File: src/design/hmsa_pkg.sv
// hmsa_pkg: shared types and constants of the histogram / mean / std block
// no dependencies
package hmsa_pkg;

  localparam int MAX_BINS    = 64;
  localparam int BIN_AW      = $clog2(MAX_BINS);
  localparam int COUNT_WIDTH = 24;
  localparam int BIN_W       = 24;

  // serial divider: dividend bits, divisor bits
  localparam int DIV_NW = 72;
  localparam int DIV_DW = 24;
  localparam int DIV_CW = $clog2(DIV_NW);

  // serial square root: radicand bits, root bits
  localparam int SQ_W  = 48;
  localparam int SQ_RW = SQ_W / 2;
  localparam int SQ_CW = $clog2(SQ_RW);

  localparam logic [1:0] CFG_MIN  = 2'd0;
  localparam logic [1:0] CFG_MAX  = 2'd1;
  localparam logic [1:0] CFG_BINS = 2'd2;

  typedef enum logic [2:0] {
    ST_IDLE, ST_ACC, ST_START, ST_DIV, ST_MEM, ST_BUMP, ST_SQRT, ST_DONE
  } hmsa_state_t;

  typedef enum logic [1:0] {
    BIN_UNDER, BIN_REG, BIN_OVER
  } hmsa_class_t;

endpackage

File: src/design/hmsa_sqrt.sv
// hmsa_sqrt: integer square root, two radicand bits per cycle
// depends on hmsa_pkg
module hmsa_sqrt (
  input  logic                        clk,
  input  logic                        rst,
  input  logic                        start,
  input  logic [hmsa_pkg::SQ_W-1:0]   radicand,
  output logic                        done,
  output logic [hmsa_pkg::SQ_RW-1:0]  root
);
  import hmsa_pkg::*;

  logic [SQ_W-1:0]  val;
  logic [SQ_RW+1:0] rem;
  logic [SQ_CW-1:0] cnt;
  logic             busy;
  logic [SQ_RW+3:0] rem_sh;
  logic [SQ_RW+3:0] trial;
  logic             take;

  always_comb begin
    rem_sh = {rem, val[SQ_W-1:SQ_W-2]};
    trial  = {2'b00, root, 2'b01};
    take   = (rem_sh >= trial);
  end

  always_ff @(posedge clk) begin
    if (rst) begin
      busy <= 1'b0;
      done <= 1'b0;
      cnt  <= '0;
    end else begin
      done <= 1'b0;
      if (start) begin
        busy <= 1'b1;
        cnt  <= '0;
      end else if (busy) begin
        cnt <= cnt + 1'b1;
        if (cnt == SQ_CW'(SQ_RW - 1)) begin
          busy <= 1'b0;
          done <= 1'b1;
        end
      end
    end
  end

  always_ff @(posedge clk) begin
    if (start) begin
      val  <= radicand;
      rem  <= '0;
      root <= '0;
    end else if (busy) begin
      val  <= {val[SQ_W-3:0], 2'b00};
      rem  <= take ? (SQ_RW+2)'(rem_sh - trial) : (SQ_RW+2)'(rem_sh);
      root <= {root[SQ_RW-2:0], take};
    end
  end

endmodule

File: config.mk
export PLATFORM = sky130hd
export DESIGN_NAME = hmsa_sqrt
export DESIGN_NICKNAME = d
export VERILOG_FILES = /design/src/design/hmsa_pkg.sv /design/src/design/hmsa_sqrt.sv
export SDC_FILE = /design/constraint.sdc
export NUM_CORES = 1
export LEC_CHECK = 0
export BUFFER_PORTS_ARGS = -buffer_cell sky130_fd_sc_hd__buf_4
export CAP_MARGIN = 20
export CORE_ASPECT_RATIO = 1.25
export CORE_MARGIN = 1.5
export CORE_UTILIZATION = 55
export DETAILED_ROUTE_END_ITERATION = 6
export PLACE_DENSITY = 0.88
export RECOVER_POWER = 100
export SLEW_MARGIN = 25
export SYNTH_ARGS = -nofsm -noshare
export SYNTH_HDL_FRONTEND = slang
export SYNTH_SLANG_ARGS = --single-unit
File: constraint.sdc
create_clock -name clk -period 3.05 [get_ports clk]
set_input_delay 0.1525 -clock clk [delete_from_list [all_inputs] [get_ports clk]]
set_output_delay 0.1525 -clock clk [all_outputs]
set_load 0.03 [all_outputs]
# After elaboration in Yosys (flattened, before gate mapping)
# Cells that the tools add are included.
[totals] register_bits=105 input_bits=51 wordCells=21
[op_classes] n_addsub=2 n_lt_le_gt_ge=1 n_eq_ne=1 mux=7 n_bitwise=1 reduce_logical=3
[ops] cell="2-to-1 mux 48 bit" n=2
[ops] cell=">= comparator 28 x 26 -> 1 bit" n=1
[ops] cell="2-to-1 mux 26 bit" n=1
[ops] cell="subtractor 26 bit" n=1
[ops] cell="adder 5 x 1 -> 5 bit, second input constant" n=1
[ops] cell="equality test 5 bit, second input constant" n=1
[ops] cell="2-to-1 mux 1 bit" n=4
[ops] cell="OR reduction 3 bit" n=1
[ops] cell="nonzero test 2 bit" n=1
[ops] cell="OR reduction 2 bit" n=1
[ops] cell="inverter 1 bit" n=1

# Longest topological paths before layout
[logic_depth] depth_word=4 mapped_depth=12 mapped_depth_nobuf=10

# Least setup slack after synthesis
# No wires, ideal clock.
[synth_timing] path_type="register to register" from="register root[0] in the netlist's numbering" to="register rem[16]" setup_ns=0.152 arrival_ns=2.610 required_time_ns=2.898 setup_slack_ns=0.288 stages_incl_launch_ff=12 n_path_buf=1 period_less_slack_ns=2.762 cell_sequence="dfxtp_1 -> inv_1 -> ha_1 -> nor2b_4 -> o31a_4 -> o31ai_4 -> a21oi_2 -> o31ai_2 -> nand2_1 -> buf_2 -> o41ai_1 -> a311oi_2"
[synth_via] elab_chain_cells=2
[synth_lines] element="start: declaration" line_no="hmsa_sqrt.sv:9" rtl="output logic [hmsa_pkg::SQ_RW-1:0] root"
[synth_lines] element="start signal: assignment" line_no="hmsa_sqrt.sv:55" rtl="root <= {root[SQ_RW-2:0], take};"
[synth_lines] element="subtractor 26 bit / >= comparator 28 x 26 -> 1 bit (equally long branches)" line_no="hmsa_sqrt.sv:54, hmsa_sqrt.sv:24"
[synth_lines] element="2-to-1 mux 26 bit (*)" line_no="hmsa_sqrt.sv:54" rtl="rem <= take ? (SQ_RW+2)'(rem_sh - trial) : (SQ_RW+2)'(rem_sh);"
[synth_lines] element="end signal: assignment" line_no="hmsa_sqrt.sv:54"
[synth_lines] element="end: declaration" line_no="hmsa_sqrt.sv:14" rtl="logic [SQ_RW+1:0] rem;"
# Every way passes the cells marked *; elsewhere a longest branch is shown, timed or not.
# A chain may end at the register's enable or synchronous reset.

# Worst setup path in the final report
[layout_timing] from="register root[2] in the netlist's numbering" to="register rem[25]"
# The elaborated chain is that of the path after synthesis.

==> impl_results.md <==
- Synth-to-Final Area Change: 15.4%
- Clk sinks: 105
- Met1 wire length: 5130 µm
- Layout cells sized above 1: 0.221
- Clk_lat worst skew: 350 ps
- Syn_nets: 644
- LEAKAGE: 2.63 nW
- Worst-path clk slew: 70 ps
- Clock root buffer: clkbuf_16
- CTS tree: yes
- Avg Cell Area, Syn: 10.3 µm²
- Yosys reg bits: 105
- Congestion Overflow GR: 0
- Crit-path cells: inv_1 > ha_1 > or3_1 > o221ai_2 > a211oi_2 > a221oi_2 > nor4_2 > o41ai_2 > mux2i_1 > a21oi_1
- Post-Layout Cell Count: 768
- Post-synthesis adder-cell area fraction: 0.0580
- R2R setup slack: 170 ps
- Compound-gate portion of the synthesized area: 0.165
- Detailed placement HPWL: 9000 µm
- Crit path DAT: 3030 ps
- TNS Setup: 0 ps
- Pin count of the biggest net entering global routing: 49
- Synthesized cell area: 5820 µm²
- Family with the most delay on the worst path: compound AO/OA/AOI/OAI gates
- Synth Area in XOR/XNOR: 0.0301
- CP max FO: 6
- IO Count: 76
- Total Power: 0.00462 W
- HP Class: primary input to register
- Post-synth EDFFs: 48
- Die height: 118 µm
- Die area: 11200 µm²
- Final worst path period share: 0.945
- Detailed Route WL: 12800 µm
- Filler Cell Count: 827
- Drt drc: 0
- Placed cell count: 750
- IO buf count: 75
- Antenna violations before repair: 0
- N_diodes: 0
- Vias in the first global route: 4641
- Final min period: 2880 ps
- Drt pass-1 iters: 5
- Setup crit end kind: register
- Setup Skew: 6.75 ps
- Setup ws final: 168 ps
- Initial DRC count: 217
- WS Path Type: register to register
- Unrepaired setup endpoints after global routing: false
- Routability Congestion: 0.918
- CP bufs+invs: 1
- Main combinational cell family by area after synthesis: compound AO/OA/AOI/OAI gates
- Seq/Total Area, Yosys: 0.443
- First-pass GRT wire length: 21000 µm
- Hold Vio Cnt, Final: 0
- Yosys warns: 0
- Synth unique cells: 62
- Synth top area cells: edfxtp_1 25%, dfxtp_1 20%, mux2_2 8.9%, ha_1 5.8%, mux2i_1 4.5%
- Worst VDD drop: 0.357 mV
- Max clock buf depth: 2
- DIE WIDTH: 95.0 µm
- Worst path required time: 3200 ps
- Vias post-DR: 4537
- Highest metal used: met4
- Htree depth: 3
- CP max stage delay: 420 ps
- Area fraction of the dominant cell type after synthesis: 0.248
- Status: finished, violations left
- Final nets: 712
- Vias per cell: 5.91
- Final core occ: 0.658
- Global Route Usage Sum: 0.236
- Initial cell density of the core: 0.570
- Mux cell area share after synthesis: 0.134
- Slowest stage cell on the critical path: or3_1
- Drt wl/cell: 16.6 µm
- Worst slew margin: -0.321
- Max capacitance violation total: 1
- Antenna-violating nets left: 0
- Fmax: 347 MHz
- Wire length on met3: 725 µm
- Post-synth top flop: dfxtp_1
- Asr flop ratio synth: 0
- Core area: 10200 µm²
- Least-Margin Pin Slew: 1980 ps
- Simple-Gate Fraction of Synth Area: 0.127
- Fin. max-slew vios: 42
- Cells after synthesis: 566
- Power density over the cells: 687 nW/µm²
- Final setup viols: 0
- Clock buffer count from CTS: 9
- Library cell with the largest summed area after synthesis: edfxtp_1
- Setup WS pre-CTS: 167 ps
- Failing checks: capacitance limit, slew limit
- Metal2 WL: 6580 µm
- Type of origin of the critical path: register
- Site Rows: 41
## layer usage
layer	global-route usage	up-vias
li1	-	2200
met1	0.268	2158
met2	0.410	147
met3	0.0620	32
met4	0.0961	0
met5	0	-
## worst paths after layout
path / cells past startpoint / start / end
worst max-delay path: 10 / root[2]$_SDFFE_PP0P_ / rem[25]$_SDFFE_PP0P_
worst min-delay path: 2 / radicand[1] / val[1]$_SDFFCE_PN0P_
worst max register to register: 10 / root[2]$_SDFFE_PP0P_ / rem[25]$_SDFFE_PP0P_
worst min register to register: 2 / cnt[4]$_SDFFE_PP0P_ / done$_SDFF_PP0_
## registers in the layout (all words and copies together), names as in the netlist
signal  count
busy        1
cnt         5
done        1
rem        26
root       24
val        48
## worst reg2reg max path, stage by stage, from the launching register on
cell and delay, ps:
dfxtp_1 390, inv_1 70, ha_1 300, or3_1 420, o221ai_2 240, a211oi_2 170
a221oi_2 380, nor4_2 110, o41ai_2 290, mux2i_1 230, a21oi_1 80
## cell usage in the layout, fill, tap and decap left out, types with 5 or more instances in the layout
cell,n
buf_4,55
dfxtp_1,56
clkbuf_1,26
nor2_1,68
a21oi_1,31
nand2_1,46
nand3_1,10
edfxtp_1,48
o21ai_0,12
a311oi_2,5
clkbuf_16,9
o211ai_1,7
mux2i_1,26
a311oi_1,11
a21o_1,12
nand4_1,5
nand2b_1,6
inv_1,31
a211oi_1,6
ha_1,27
xnor2_1,16
nor3_1,6
mux2_2,44
## where the power goes
group / total (W) / leakage [nW] / internal (W) / switching, W
Combinational: 0.00165 / 1.52 / 0.000714 / 0.000934
Clock: 0.00127 / 0.156 / 0.000729 / 0.000540
Sequential: 0.00170 / 0.949 / 0.00161 / 0.0000851
## Yosys cell counts, drive strengths merged (4+ instances only)
| cell | number |
|---|---|
| nor3 | 6 |
| xor2 | 4 |
| a211oi | 9 |
| o21ai | 13 |
| edfxtp | 48 |
| a21oi | 32 |
| mux2 | 46 |
| a311oi | 16 |
| nand3 | 10 |
| o211ai | 7 |
| a21o | 12 |
| nand2 | 46 |
| nand2b | 6 |
| xnor2 | 16 |
| o31ai | 5 |
| mux2i | 26 |
| buf | 10 |
| inv | 31 |
| nand4 | 6 |
| ha | 27 |
| nor2 | 69 |
| clkbuf | 19 |
| dfxtp | 57 |
## final cells by class
class	instances	area, µm²	share of cell area
Tap cell	129	161	0.0240
Multi-Input combinational cell	402	2990	0.445
Sequential cell	105	2590	0.385
Inverter	31	116	0.0173
Clock buffer	9	225	0.0335
Clock inverter	7	100	0.0149
Timing Repair Buffer	85	541	0.0805
## logic make-up after synthesis
| logic type | after synthesis |
|---|---|
| xor+xnor | 20 |
| simple gates | 162 |
| flops | 105 |
| compound gates | 120 |
| mux | 72 |
| buf+inv | 60 |
| fa+ha+maj | 27 |
## metrics by stage
| stage | area (µm²) | hold WS, ps |
|---|---|---|
| 2_1_floorplan | 5820 | 225 |
| 3_3_place_gp | 6490 | 319 |
| 3_5_place_dp | 6490 | 324 |
| 4_1_cts | 6820 | 80.5 |
| 5_1_grt | 6720 | 99.1 |
| 6_report | 6720 | 87.7 |
## timing repair
action	CTS	global route
setup buffers	0	0
hold endpoints to repair	1	0
endpoints found under the setup margin	0	2
hold buffers	1	0
gates resized for setup	0	1
(Power assumes the default switching activity.)
