File: config.mk
export PLATFORM = sky130hd
export DESIGN_NAME = hmsa_div
export DESIGN_NICKNAME = d
export VERILOG_FILES = /design/src/design/hmsa_pkg.sv /design/src/design/hmsa_div.sv
export SDC_FILE = /design/constraint.sdc
export NUM_CORES = 1
export LEC_CHECK = 0
export BUFFER_PORTS_ARGS = -buffer_cell sky130_fd_sc_hd__buf_4
export CAP_MARGIN = 20
export CORE_ASPECT_RATIO = 0.9
export CORE_MARGIN = 2
export CORE_UTILIZATION = 35
export DETAILED_ROUTE_END_ITERATION = 12
export GPL_TIMING_DRIVEN = 0
export PLACE_DENSITY_LB_ADDON = 0.08
export SYNTH_ARGS = -nofsm -noshare
export SYNTH_HDL_FRONTEND = slang
export SYNTH_SLANG_ARGS = --single-unit
File: constraint.sdc
create_clock -name clk -period 2.8 [get_ports clk]
set_input_delay 0.28 -clock clk [delete_from_list [all_inputs] [get_ports clk]]
set_output_delay 0.28 -clock clk [all_outputs]
set_load 0.05 [all_outputs]
File: src/design/hmsa_pkg.sv
// hmsa_pkg: shared types and constants of the histogram / mean / std block
// no dependencies
package hmsa_pkg;

  localparam int MAX_BINS    = 64;
  localparam int BIN_AW      = $clog2(MAX_BINS);
  localparam int COUNT_WIDTH = 24;
  localparam int BIN_W       = 24;

  // serial divider: dividend bits, divisor bits
  localparam int DIV_NW = 72;
  localparam int DIV_DW = 24;
  localparam int DIV_CW = $clog2(DIV_NW);

  // serial square root: radicand bits, root bits
  localparam int SQ_W  = 48;
  localparam int SQ_RW = SQ_W / 2;
  localparam int SQ_CW = $clog2(SQ_RW);

  localparam logic [1:0] CFG_MIN  = 2'd0;
  localparam logic [1:0] CFG_MAX  = 2'd1;
  localparam logic [1:0] CFG_BINS = 2'd2;

  typedef enum logic [2:0] {
    ST_IDLE, ST_ACC, ST_START, ST_DIV, ST_MEM, ST_BUMP, ST_SQRT, ST_DONE
  } hmsa_state_t;

  typedef enum logic [1:0] {
    BIN_UNDER, BIN_REG, BIN_OVER
  } hmsa_class_t;

endpackage

File: src/design/hmsa_div.sv
// hmsa_div: restoring divider, one quotient bit per cycle
// depends on hmsa_pkg
module hmsa_div (
  input  logic                         clk,
  input  logic                         rst,
  input  logic                         start,
  input  logic [hmsa_pkg::DIV_NW-1:0]  dividend,
  input  logic [hmsa_pkg::DIV_DW-1:0]  divisor,
  output logic                         done,
  output logic [hmsa_pkg::DIV_NW-1:0]  quotient
);
  import hmsa_pkg::*;

  logic [DIV_NW-1:0] work;
  logic [DIV_DW-1:0] rem;
  logic [DIV_DW-1:0] dsor;
  logic [DIV_CW-1:0] cnt;
  logic              busy;
  logic [DIV_DW:0]   rem_sh;
  logic              qbit;
  logic [DIV_DW-1:0] rem_next;

  always_comb begin
    rem_sh   = {rem, work[DIV_NW-1]};
    qbit     = (rem_sh >= {1'b0, dsor});
    rem_next = qbit ? DIV_DW'(rem_sh - {1'b0, dsor}) : DIV_DW'(rem_sh);
  end

  always_ff @(posedge clk) begin
    if (rst) begin
      busy <= 1'b0;
      done <= 1'b0;
      cnt  <= '0;
    end else begin
      done <= 1'b0;
      if (start) begin
        busy <= 1'b1;
        cnt  <= '0;
      end else if (busy) begin
        cnt <= cnt + 1'b1;
        if (cnt == DIV_CW'(DIV_NW - 1)) begin
          busy <= 1'b0;
          done <= 1'b1;
        end
      end
    end
  end

  always_ff @(posedge clk) begin
    if (start) begin
      work <= dividend;
      dsor <= divisor;
      rem  <= '0;
    end else if (busy) begin
      work <= {work[DIV_NW-2:0], qbit};
      rem  <= rem_next;
    end
  end

  assign quotient = work;

endmodule

### Word-level counts from Yosys, hierarchy flattened

Index checks and enable logic that the tools add are counted.

| storage, ports and cells | value |
|---|---|
| output and inout bits | 73 |
| bits in registers | 129 |
| logic and storage cells | 21 |

| operators by class | value |
|---|---|
| reduce and logical (&&, ||, !) cells | 3 |
| $lt $le $gt $ge | 1 |
| equal/unequal tests | 1 |
| multiplexer cells | 7 |
| add/subtract/negate cells | 2 |
| bitwise gates (word level) | 1 |

Operators with widths:

| cell | number |
|---|---|
| $mux 72 | 2 |
| $ge 25x24->1 | 1 |
| $mux 24 | 1 |
| $sub 24x24->24 | 1 |
| $add 7x1->7 const B | 1 |
| $eq 7x7->1 const B | 1 |
| $mux 1 | 4 |
| $reduce_or 3->1 | 1 |
| $reduce_bool 2->1 | 1 |
| $reduce_or 2->1 | 1 |
| $not 1->1 | 1 |

### Depth between registers and ports, before layout

Gate-level depths: netlist of run 1.

| depth | value |
|---|---|
| word-level depth | 4 |
| depth in mapped cells | 12 |
| depth with buffers taken out | 11 |

### Worst setup path before layout of run 1

OpenSTA, ideal clock, no wires.

| timing path | value |
|---|---|
| kind | reg-to-reg |
| from | register work[71], in the netlist quotient[71] |
| to | register rem[16] |
| buffers on the path | 0 |
| required time | 2721 ps |
| path slack | -64 ps |
| arrival | 2784 ps |
| setup time | 79 ps |
| cell stages (with the launch flop) | 12 |
| cells stage by stage | edfxtp_1 > inv_1 > ha_1 > fa_1 > nor2b_1 > o2111ai_1 > a31oi_1 > o31a_1 > o21a_1 > nor3_1 > or3b_1 > a211oi_2 |

| on the way | value |
|---|---|
| word-level cells in the longest chain between the ends | 2 |
| elaborated cells on any way between the ends | 3 |
| those cells by class | add/sub: 1; order compare: 1; mux: 1 |

RTL lines:

| item | line | text |
|---|---|---|
| from (decl) | hmsa_div.sv:14 | `logic [DIV_NW-1:0] work;` |
| from (signal assigned) | hmsa_div.sv:51 | `work <= dividend;` |
| from (signal assigned) | hmsa_div.sv:55 | `work <= {work[DIV_NW-2:0], qbit};` |
| $sub 24x24->24 / $ge 25x24->1 (equally long branches) | hmsa_div.sv:26, hmsa_div.sv:25 |  |
| $mux 24 (*) | hmsa_div.sv:26 | `rem_next = qbit ? DIV_DW'(rem_sh - {1'b0, dsor}) : DIV_DW'(rem_sh);` |
| to (signal assigned) | hmsa_div.sv:56 | `rem <= rem_next;` |
| to (decl) | hmsa_div.sv:15 | `logic [DIV_DW-1:0] rem;` |

Mark *: on every way between the ends. The rest lies on a longest branch, timed or not.
A chain may end at the register's enable or synchronous reset.

### Final worst setup path of run 1

| timing path | value |
|---|---|
| from | register dsor[9] |
| to | register rem[22] |

| on the way | value |
|---|---|
| word-level cells in the longest chain between the ends | 2 |
| elaborated cells on any way between the ends | 3 |
| those cells by class | add/sub: 1; order compare: 1; mux: 1 |

RTL lines:

| item | line | text |
|---|---|---|
| from (decl) | hmsa_div.sv:16 | `logic [DIV_DW-1:0] dsor;` |
| from (signal assigned) | hmsa_div.sv:52 | `dsor <= divisor;` |
| $sub 24x24->24 / $ge 25x24->1 (equally long branches) | hmsa_div.sv:26, hmsa_div.sv:25 |  |
| $mux 24 (*) | hmsa_div.sv:26 |  |

Marked as above.

==> impl_metrics.py, run 1 <==
metrics = {
    "cells_and_area": {
        "drive_above_1_share_pct": 43.64,
        "post-route-util_pct": 48.98,
        "diodes": 0,
        "final_cells": 976,
        "syn_to_final_growth_pct": 37.53,
        "fin_nets": 843,
        "layout_common_cells": "buf_4, edfxtp_1, mux2_2, nor2_1, dfxtp_1",
        "final_common_cell": "buf_4",
    },
    "timing": {
        "slew_viol_final": 0,
        "hold_violations": 0,
        "post-route-period-util_pct": 96.06,
        "fin_skew_ps": 9.294,
        "holdWs_ps": 25.83,
        "fin_crit_ps": 2690,
        "slew_headroom_pct": 52.86,
        "fmax_mhz": 371.8,
        "setup_viol": 0,
        "setup_slack_ps": 110.2,
        "rsz0062_at_grt": "false",
        "tightest_slew_ps": 707.1,
    },
    "synth": {
        "yosysUniqueCellTypes": 61,
        "synth-edff-count": 96,
        "yosys_warnings": 0,
        "seq_area_frac_synth_pct": 54.40,
        "synth_ff_type": "edfxtp_1",
        "async_flop_share_pct": 0,
        "syn_avg_cell_area_um2": 12.55,
        "netlist_area_mm2": 0.006514,
        "syn_inst": 519,
        "syn_nets": 644,
        "yosys_register_bits": 129,
    },
    "clock_network": {
        "clockBufferDepth": 2,
        "cts_tree": "done",
        "insertion_delay_ps": 420,
        "cts_hold_buf": 0,
        "cts_sinks": 129,
        "clock-root-buffer": "clkbuf_16",
        "cts_made_buffers": 17,
        "path_clk_slew_ps": 60,
        "cts_max_level": 4,
    },
    "detailed_routing": {
        "antenna_left": 0,
        "via_count": 4819,
        "drc": 0,
        "viasPerCell": 4.938,
        "wl_per_cell_um": 17.36,
        "wirelength_mm": 16.94,
        "first_iter_violations": 287,
        "dr.pass1.iters": 4,
    },
    "power_and_ir_drop": {
        "p_per_area_mw_per_mm2": 686.7,
        "p_sw_mw": 1.966,
        "p_leak_nw": 3.748,
        "swShare_pct": 31.95,
        "power_frac_seq_pct": 38.6,
        "power.internal_mw": 4.186,
        "peakVddDrop_uv": 389.0,
        "clkPwrFrac_pct": 34.5,
        "pwr-share-comb_pct": 26.8,
    },
    "global_routing": {
        "grt_max_degree": 52,
        "grt_pass1_wl_mm": 26.69,
        "grt_pass1_vias": 4936,
        "grt.total_usage_pct": 17.61,
        "overflow": 0,
        "antenna_found_initial": 0,
    },
    "critical_path": {
        "cpMaxStageDelayCell": "edfxtp_1",
        "worstSetupEndpointType": "flop",
        "path_class": "reg2reg",
        "critPathLaunchType": "flop",
        "critical_path_required_ps": 3120,
        "startpoint": "dsor[9]$_DFFE_PP_",
        "r2r_start": "dsor[9]$_DFFE_PP_",
        "cp.arrival_ps": 3010,
        "worstPathCellList": "inv_1 > ha_4 > and3_4 > and4_4 > a21bo_2 > nand2_2 > o2111ai_4 > o21a_1 > buf_6 > clkbuf_16 > nand3b_1 > a311oi_2",
        "cpPeakStageDelay_ps": 330,
        "worstPathMaxFanout": 8,
        "cp_num_buf_inv": 3,
        "critical_path.top_delay_family": "compound AO/OA/AOI/OAI gates",
    },
    "placed_design": {
        "gp_congestion": 0.8580,
        "dp_slack_ps": -172.3,
        "placed_cells": 936,
        "dp_hpwl_mm": 12.09,
        "numPortBuffers": 171,
    },
    "floorplan": {
        "fp.dieH_um": 133.4,
        "rows": 47,
        "core-area_mm2": 0.01829,
        "die_width_um": 147.8,
        "start_util_pct": 35.62,
        "dieArea_mm2": 0.01972,
        "top_level_ports": 172,
    },
    "outcome": {
        "outcome": "finished, final reports clean",
    },
    "hold_path": {
        "min_path_type": "in2reg",
        "hp-start": "rst",
    },
    "job": {
        "maxCapViolCount": 0,
    },
}
[layer usage]
metal  track usage, %  vias to the layer above  share of wire, %
met1            22.03                     2329                44
met4            5.021                        0              0.67
met3            8.596                        6               9.2
met2            27.11                      131                47
met5                0                        -                 0
li1                 -                     2353                 -
[synthesized netlist by cell type, drive strengths merged, types with 3 or more instances]
| cell type | n | area share (%) |
|---|---|---|
| a211oi | 21 | 2.6 |
| a21o | 10 | 1.2 |
| a21oi | 20 | 1.5 |
| a311oi | 4 | 0.83 |
| a31oi | 6 | 0.58 |
| buf | 9 | 1.3 |
| clkbuf | 14 | 0.86 |
| dfxtp | 33 | 10 |
| edfxtp | 96 | 44 |
| ha | 25 | 4.8 |
| inv | 31 | 1.8 |
| mux2 | 71 | 12 |
| mux2i | 17 | 2.6 |
| nand2 | 19 | 1.1 |
| nand3 | 8 | 0.61 |
| nand4 | 6 | 0.58 |
| nor2 | 38 | 2.2 |
| nor2b | 3 | 0.29 |
| nor3 | 8 | 0.61 |
| o2111ai | 4 | 0.63 |
| o21a | 7 | 0.81 |
| o21ai | 12 | 0.92 |
| o31ai | 3 | 0.35 |
| xnor2 | 14 | 1.9 |
| xor2 | 9 | 1.2 |
[path summary, 6_finish.rpt]
check | end | slack (ps) | depth (start not counted)
setup / recovery | rem[22]$_SDFFE_PP0P_ | 110 | 12
setup reg to reg | rem[22]$_SDFFE_PP0P_ | 110 | 12
hold / removal | busy$_SDFF_PP0_ | 30 | 2
hold reg to reg | cnt[6]$_SDFFE_PP0P_ | 490 | 2
[power groups by stage]
stage / Combinational (mW) / Sequential [mW] / Clock (mW)
global route: 1.77 / 2.40 / 2.26
finish: 1.65 / 2.38 / 2.13
detailed placement: 1.55 / 2.41 / 0
floorplan: 0.689 / 2.79 / 0
global placement: 1.53 / 2.41 / 0
CTS: 1.57 / 2.38 / 2.19
[sequential cells by signal (all words and copies together), names as in the netlist]
| name | count |
|---|---|
| done | 1 |
| quotient | 72 |
| dsor | 24 |
| busy | 1 |
| rem | 24 |
| cnt | 7 |
[logic make-up (layout without fill, tap and decap cells)]
family,after synthesis,after routing,synth area share [%]
and+or+nand+nor,98,98,7.146
AOI/OAI and AO/OA,100,100,11.26
buffers and inverters,55,267,4.111
xor gates and xnor gates,23,23,3.093
DFF,129,129,54.40
muxes,88,88,14.89
adders and majority gates,26,26,5.110
[final cells by class]
class	count	area, µm²
Buffer	24	158.9
Fill cell	1626	9330
Inverter	31	116.4
Sequential cell	129	3543
Clock inverter	15	133.9
Clock buffer	17	425.4
Multi-Input combinational cell	335	2868
Tap cell	245	306.5
Timing Repair Buffer	180	1406
[repair_timing]
| item | 4_1_cts | 5_1_grt |
|---|---|---|
| endpoints found under the setup margin | 4 | 25 |
| pin swaps | 2 | 4 |
| cloned | 0 | 2 |
| resized for setup | 6 | 19 |
| buffers inserted | 1 | 5 |
[through the flow]
| step | TNS (ps) | cell area [µm²] | power, mW |
|---|---|---|---|
| 6_report | 0 | 8959 | 6.152 |
| 5_1_grt | 0 | 8959 | 6.433 |
| 4_1_cts | 0 | 8757 | 6.134 |
| 3_5_place_dp | -230.3 | 8145 | 3.955 |
| 3_3_place_gp | -99940 | 8110 | 3.947 |
| 2_1_floorplan | 0 | 6520 | 3.474 |
No activity file was read; power rests on OpenSTA's default activity.
==> inputs of run 2 (changes only) <==
CORE_ASPECT_RATIO = 0.8   (was 0.9)
SETUP_SLACK_MARGIN = 0.15   (was default)
==> impl_metrics.py, run 2 (synthesis gave the netlist of run 1 again) <==
metrics = {
    "timing": {
        "hold_violations": 0,
        "fmax_mhz": 370.4,
        "holdWs_ps": 19.63,
        "slew_headroom_pct": 54.67,
        "rsz0062_at_grt": "true",
        "fin_crit_ps": 2700,
        "setup_viol": 0,
        "post-route-period-util_pct": 96.42,
        "tightest_slew_ps": 680.0,
        "setup_slack_ps": 100.2,
        "slew_viol_final": 0,
        "fin_skew_ps": 8.922,
    },
    "critical_path": {
        "worstPathCellList": "ha_4 > a21o_1 > a21o_1 > a211oi_4 > nand2_4 > o2111ai_4 > o21a_1 > buf_6 > buf_12 > nor3_2 > a2111oi_2",
        "critical_path.top_delay_family": "compound AO/OA/AOI/OAI gates",
        "r2r_start": "rem[7]$_SDFFE_PP0P_",
        "critPathLaunchType": "flop",
        "reg2regPathDepth": 11,
        "path_class": "reg2reg",
        "worstSetupEndpointType": "flop",
        "startpoint": "rem[7]$_SDFFE_PP0P_",
        "worstPathMaxFanout": 7,
        "r2r_setup_slack_ps": 100,
        "crit_top_cell": "a21o_1",
        "cp_num_buf_inv": 2,
        "critical_path_required_ps": 3110,
        "cpMaxStageDelayCell": "dfxtp_1",
        "cpPeakStageDelay_ps": 420,
        "regToRegEndpoint": "rem[14]$_SDFFE_PP0P_",
        "cp.arrival_ps": 3010,
        "path_depth": 11,
        "critPathCapture": "rem[14]$_SDFFE_PP0P_",
    },
    "cells_and_area": {
        "diodes": 0,
        "largest_register_ffs": 72,
        "stdcell_area_mm2": 0.009061,
        "layout_common_cells": "buf_4, edfxtp_1, mux2_2, nor2_1, dfxtp_1",
        "syn_to_final_growth_pct": 39.11,
        "regArea_mm2": 0.003543,
        "final_common_cell": "buf_4",
        "drive_above_1_share_pct": 45.31,
        "multi_input_area_mm2": 0.002917,
        "fin_nets": 847,
        "fillerInstances": 1634,
        "post-route-util_pct": 49.88,
    },
    "detailed_routing": {
        "via_count": 4817,
        "dr.pass1.iters": 5,
        "first_iter_violations": 261,
        "drc": 0,
        "wl_per_cell_um": 17.60,
        "wirelength_mm": 16.98,
        "viasPerCell": 4.992,
        "antenna_left": 0,
    },
    "power_and_ir_drop": {
        "p_leak_nw": 3.775,
        "peakVddDrop_uv": 316.2,
        "power_frac_seq_pct": 37.3,
        "power.internal_mw": 4.373,
        "p_sw_mw": 2.003,
        "swShare_pct": 31.41,
        "p_per_area_mw_per_mm2": 703.6,
        "pwr-share-comb_pct": 26.2,
        "clkPwrFrac_pct": 36.5,
    },
    "floorplan": {
        "core-area_mm2": 0.01817,
        "fp.dieH_um": 126.0,
        "start_util_pct": 35.85,
        "rows": 44,
        "die_width_um": 156.5,
        "top_level_ports": 172,
        "dieArea_mm2": 0.01973,
    },
    "clock_network": {
        "cts_max_level": 4,
        "cts_sinks": 129,
        "cts_hold_buf": 0,
        "clock-root-buffer": "clkbuf_16",
        "clockBufferDepth": 2,
        "insertion_delay_ps": 420,
        "cts_made_buffers": 17,
        "cts_tree": "done",
        "path_clk_slew_ps": 60,
    },
    "placed_design": {
        "gp_congestion": 0.9067,
        "dp_slack_ps": -145.5,
        "dp_hpwl_mm": 11.96,
        "numPortBuffers": 171,
        "place_area_mm2": 0.008140,
    },
    "job": {
        "maxCapViolCount": 0,
    },
    "outcome": {
        "outcome": "finished, final reports clean",
    },
    "global_routing": {
        "antenna_found_initial": 0,
        "grt_pass1_wl_mm": 26.09,
        "overflow": 0,
        "grt_pass1_vias": 4889,
        "grt_max_degree": 47,
        "grt.total_usage_pct": 17.32,
    },
    "hold_path": {
        "min_path_type": "in2reg",
    },
}
[run 2: routing by layer]
| metal | part of all wire (%) | GRT usage [%] | up-vias |
|---|---|---|---|
| met2 | 46 | 26.85 | 131 |
| li1 | - | - | 2361 |
| met5 | 0 | 0 | - |
| met4 | 2.1 | 6.314 | 0 |
| met1 | 46 | 23.40 | 2303 |
| met3 | 6.4 | 4.542 | 22 |
[run 2: power groups by stage]
stage          Clock [mW]  Sequential, mW  Combinational (mW)
6_report             2.33            2.38                1.67
5_1_grt              2.45            2.40                1.78
4_1_cts              2.38            2.38                1.62
3_5_place_dp            0            2.41                1.55
3_3_place_gp            0            2.41                1.53
2_1_floorplan           0            2.79               0.694
[run 2: timing repair]
item | 4_1_cts | 5_1_grt
gates resized for setup | 16 | 17
setup buffers | 6 | 5
setup endpoints to repair | 25 | 25
pin swaps | 7 | 18
cloned | 0 | 1
[run 2: layout make-up]
cell class,count,area share [%]
Timing Repair Buffer,184,15.66
Buffer,24,1.864
Multi-Input combinational cell,335,32.19
Clock buffer,17,4.695
Tap cell,230,3.176
Clock inverter,15,2.030
Inverter,31,1.284
Sequential cell,129,39.11
[run 2: how the worst min path moves through the flow]
stage          cells after the start               to  start  slack, ps
2_1_floorplan                      1  busy$_SDFF_PP0_    rst        350
3_3_place_gp                       2  busy$_SDFF_PP0_    rst        450
3_5_place_dp                       2  busy$_SDFF_PP0_    rst        450
4_1_cts                            2  busy$_SDFF_PP0_    rst          1
5_1_grt                            2  busy$_SDFF_PP0_    rst          9
6_report                           2  busy$_SDFF_PP0_    rst         20
[run 2: stage by stage]
step | setup TNS, ps | power, mW | std cells
finish | 0 | 6.376 | 965
floorplan | 0 | 3.479 | 519
detailed placement | -1369 | 3.961 | 921
global placement | -95770 | 3.945 | 920
CTS | 0 | 6.372 | 959
global route | -307.5 | 6.633 | 965
[run 2: worst reg2reg max path, stage by stage, from the launching register on]
cell       delay [ps]
dfxtp_1           420
ha_4              240
a21o_1            180
a21o_1            200
a211oi_4          360
nand2_4           100
o2111ai_4         250
o21a_1            180
buf_6             160
buf_12            140
nor3_2             50
a2111oi_2         320
==> inputs of run 3 (changes only) <==
CTS_BUF_LIST = sky130_fd_sc_hd__clkbuf_8   (was default)
==> impl_metrics.py, run 3 (synthesis gave the netlist of run 1 again) <==
metrics = {
    "placed_design": {
        "dp_hpwl_mm": 11.96,
        "numPortBuffers": 171,
        "dp_slack_ps": -145.5,
        "gp_congestion": 0.9067,
    },
    "floorplan": {
        "top_level_ports": 172,
        "rows": 44,
        "dieArea_mm2": 0.01973,
        "start_util_pct": 35.85,
        "core-area_mm2": 0.01817,
        "fp.dieH_um": 126.0,
        "die_width_um": 156.5,
    },
    "clock_network": {
        "clock-root-buffer": "clkbuf_8",
        "cts_sinks": 129,
        "cts_made_buffers": 17,
        "cts_tree": "done",
        "clockBufferDepth": 2,
        "insertion_delay_ps": 450,
        "path_clk_slew_ps": 90,
        "cts_max_level": 4,
    },
    "detailed_routing": {
        "via_count": 4957,
        "antenna_left": 0,
        "wirelength_mm": 17.48,
        "viasPerCell": 4.977,
        "dr.pass1.iters": 4,
        "wl_per_cell_um": 17.55,
        "drc": 0,
        "first_iter_violations": 268,
    },
    "timing": {
        "fmax_mhz": 363.6,
        "rsz0062_at_grt": "true",
        "tightest_slew_ps": 669.5,
        "holdWs_ps": 125.9,
        "post-route-period-util_pct": 98.24,
        "setup_viol": 0,
        "slew_headroom_pct": 55.37,
        "hold_violations": 0,
        "slew_viol_final": 0,
        "setup_slack_ps": 49.37,
        "fin_skew_ps": 11.76,
        "fin_crit_ps": 2751,
    },
    "critical_path": {
        "cpMaxStageDelayCell": "edfxtp_1",
        "worstSetupEndpointType": "flop",
        "path_class": "reg2reg",
        "cpPeakStageDelay_ps": 380,
        "cp.arrival_ps": 3120,
        "r2r_setup_slack_ps": 50,
        "reg2regPathDepth": 12,
        "regToRegEndpoint": "rem[23]$_SDFFE_PP0P_",
        "worstPathMaxFanout": 4,
        "cp_num_buf_inv": 3,
        "r2r_start": "dsor[8]$_DFFE_PP_",
        "worstPathCellList": "inv_2 > ha_4 > a21o_1 > a21o_1 > a211oi_4 > buf_4 > buf_4 > a41oi_1 > a311oi_2 > xnor2_1 > mux2i_1 > a211oi_1",
        "critical_path.top_delay_family": "compound AO/OA/AOI/OAI gates",
        "critical_path_required_ps": 3170,
        "critPathLaunchType": "flop",
    },
    "cells_and_area": {
        "fillerInstances": 1635,
        "final_common_cell": "buf_4",
        "post-route-util_pct": 50.86,
        "syn_to_final_growth_pct": 41.86,
        "fin_nets": 878,
        "diodes": 0,
        "largest_register_ffs": 72,
        "layout_common_cells": "buf_4, edfxtp_1, mux2_2, nor2_1, dfxtp_1",
        "drive_above_1_share_pct": 45.04,
    },
    "global_routing": {
        "grt_pass1_vias": 4992,
        "grt.total_usage_pct": 17.64,
        "overflow": 0,
        "antenna_found_initial": 0,
        "grt_pass1_wl_mm": 26.51,
        "grt_max_degree": 47,
    },
    "hold_path": {
        "holdPathStages": 2,
        "min_path_type": "in2reg",
        "hp-start": "dividend[25]",
        "min_to": "quotient[25]$_DFFE_PP_",
    },
    "outcome": {
        "outcome": "finished, final reports clean",
    },
    "power_and_ir_drop": {
        "p_leak_nw": 3.843,
        "peakVddDrop_uv": 317.3,
        "p_per_area_mw_per_mm2": 636.6,
    },
    "job": {
        "maxCapViolCount": 0,
    },
}
run 3: layout make-up:
| cell class | count | area (µm²) | area share [%] |
|---|---|---|---|
| Inverter | 31 | 116.4 | 1.259 |
| Buffer | 24 | 172.7 | 1.869 |
| Tap cell | 230 | 287.8 | 3.114 |
| Timing Repair Buffer | 215 | 1757 | 19.01 |
| Clock inverter | 15 | 183.9 | 1.991 |
| Sequential cell | 129 | 3543 | 38.35 |
| Clock buffer | 17 | 234.0 | 2.532 |
| Multi-Input combinational cell | 335 | 2945 | 31.88 |
run 3: worst max path at each step:
| stage | startpoint | end | slack, ps | cells past startpoint |
|---|---|---|---|---|
| finish | dsor[8]$_DFFE_PP_ | rem[23]$_SDFFE_PP0P_ | 50 | 12 |
| global route | dsor[4]$_DFFE_PP_ | rem[14]$_SDFFE_PP0P_ | -80 | 12 |
| CTS | dsor[10]$_DFFE_PP_ | rem[22]$_SDFFE_PP0P_ | 110 | 12 |
| detailed placement | dsor[6]$_DFFE_PP_ | rem[21]$_SDFFE_PP0P_ | -150 | 12 |
| global placement | start | quotient[50]$_DFFE_PP_ | -1320 | 4 |
| floorplan | quotient[71]$_DFFE_PP_ | rem[16]$_SDFFE_PP0P_ | 120 | 11 |
run 3: through the flow:
stage | cell area, µm² | setup TNS (ps) | instances | power, mW
global placement | 8105 | -95770 | 920 | 3.945
global route | 9240 | -384.2 | 996 | 6.140
finish | 9240 | 0 | 996 | 5.882
floorplan | 6534 | 0 | 519 | 3.479
CTS | 8976 | 0 | 983 | 5.812
detailed placement | 8140 | -1369 | 921 | 3.961
run 3: metal layers:
metal / global-route usage [%] / vias up / wire (µm)
met5: 0 / - / 0
li1: - / 2416 / -
met4: 6.530 / 0 / 327
met1: 23.28 / 2390 / 8115
met3: 4.508 / 21 / 892
met2: 28.04 / 130 / 8148
run 3: repair_timing:
action,4_1_cts,5_1_grt
hold endpoints to repair,25,0
setup endpoints to repair,25,25
cloned,0,4
resized for setup,16,29
hold buffers,25,0
buffers inserted,5,9
pin swaps,5,40
run 3: worst reg2reg max path, delay by kind of cell, from the launching register on:
family,cells,cell delay [ps]
flops,1,380
mux,1,90
fa+ha+maj,1,210
buf+inv,3,360
compound gates,6,1490
xor+xnor,1,160
run 3: power by group:
group | internal (mW) | switching (mW)
clock | 0.890 | 0.846
combinational | 0.764 | 1.01
sequential | 2.27 | 0.108
total | 3.92 | 1.96
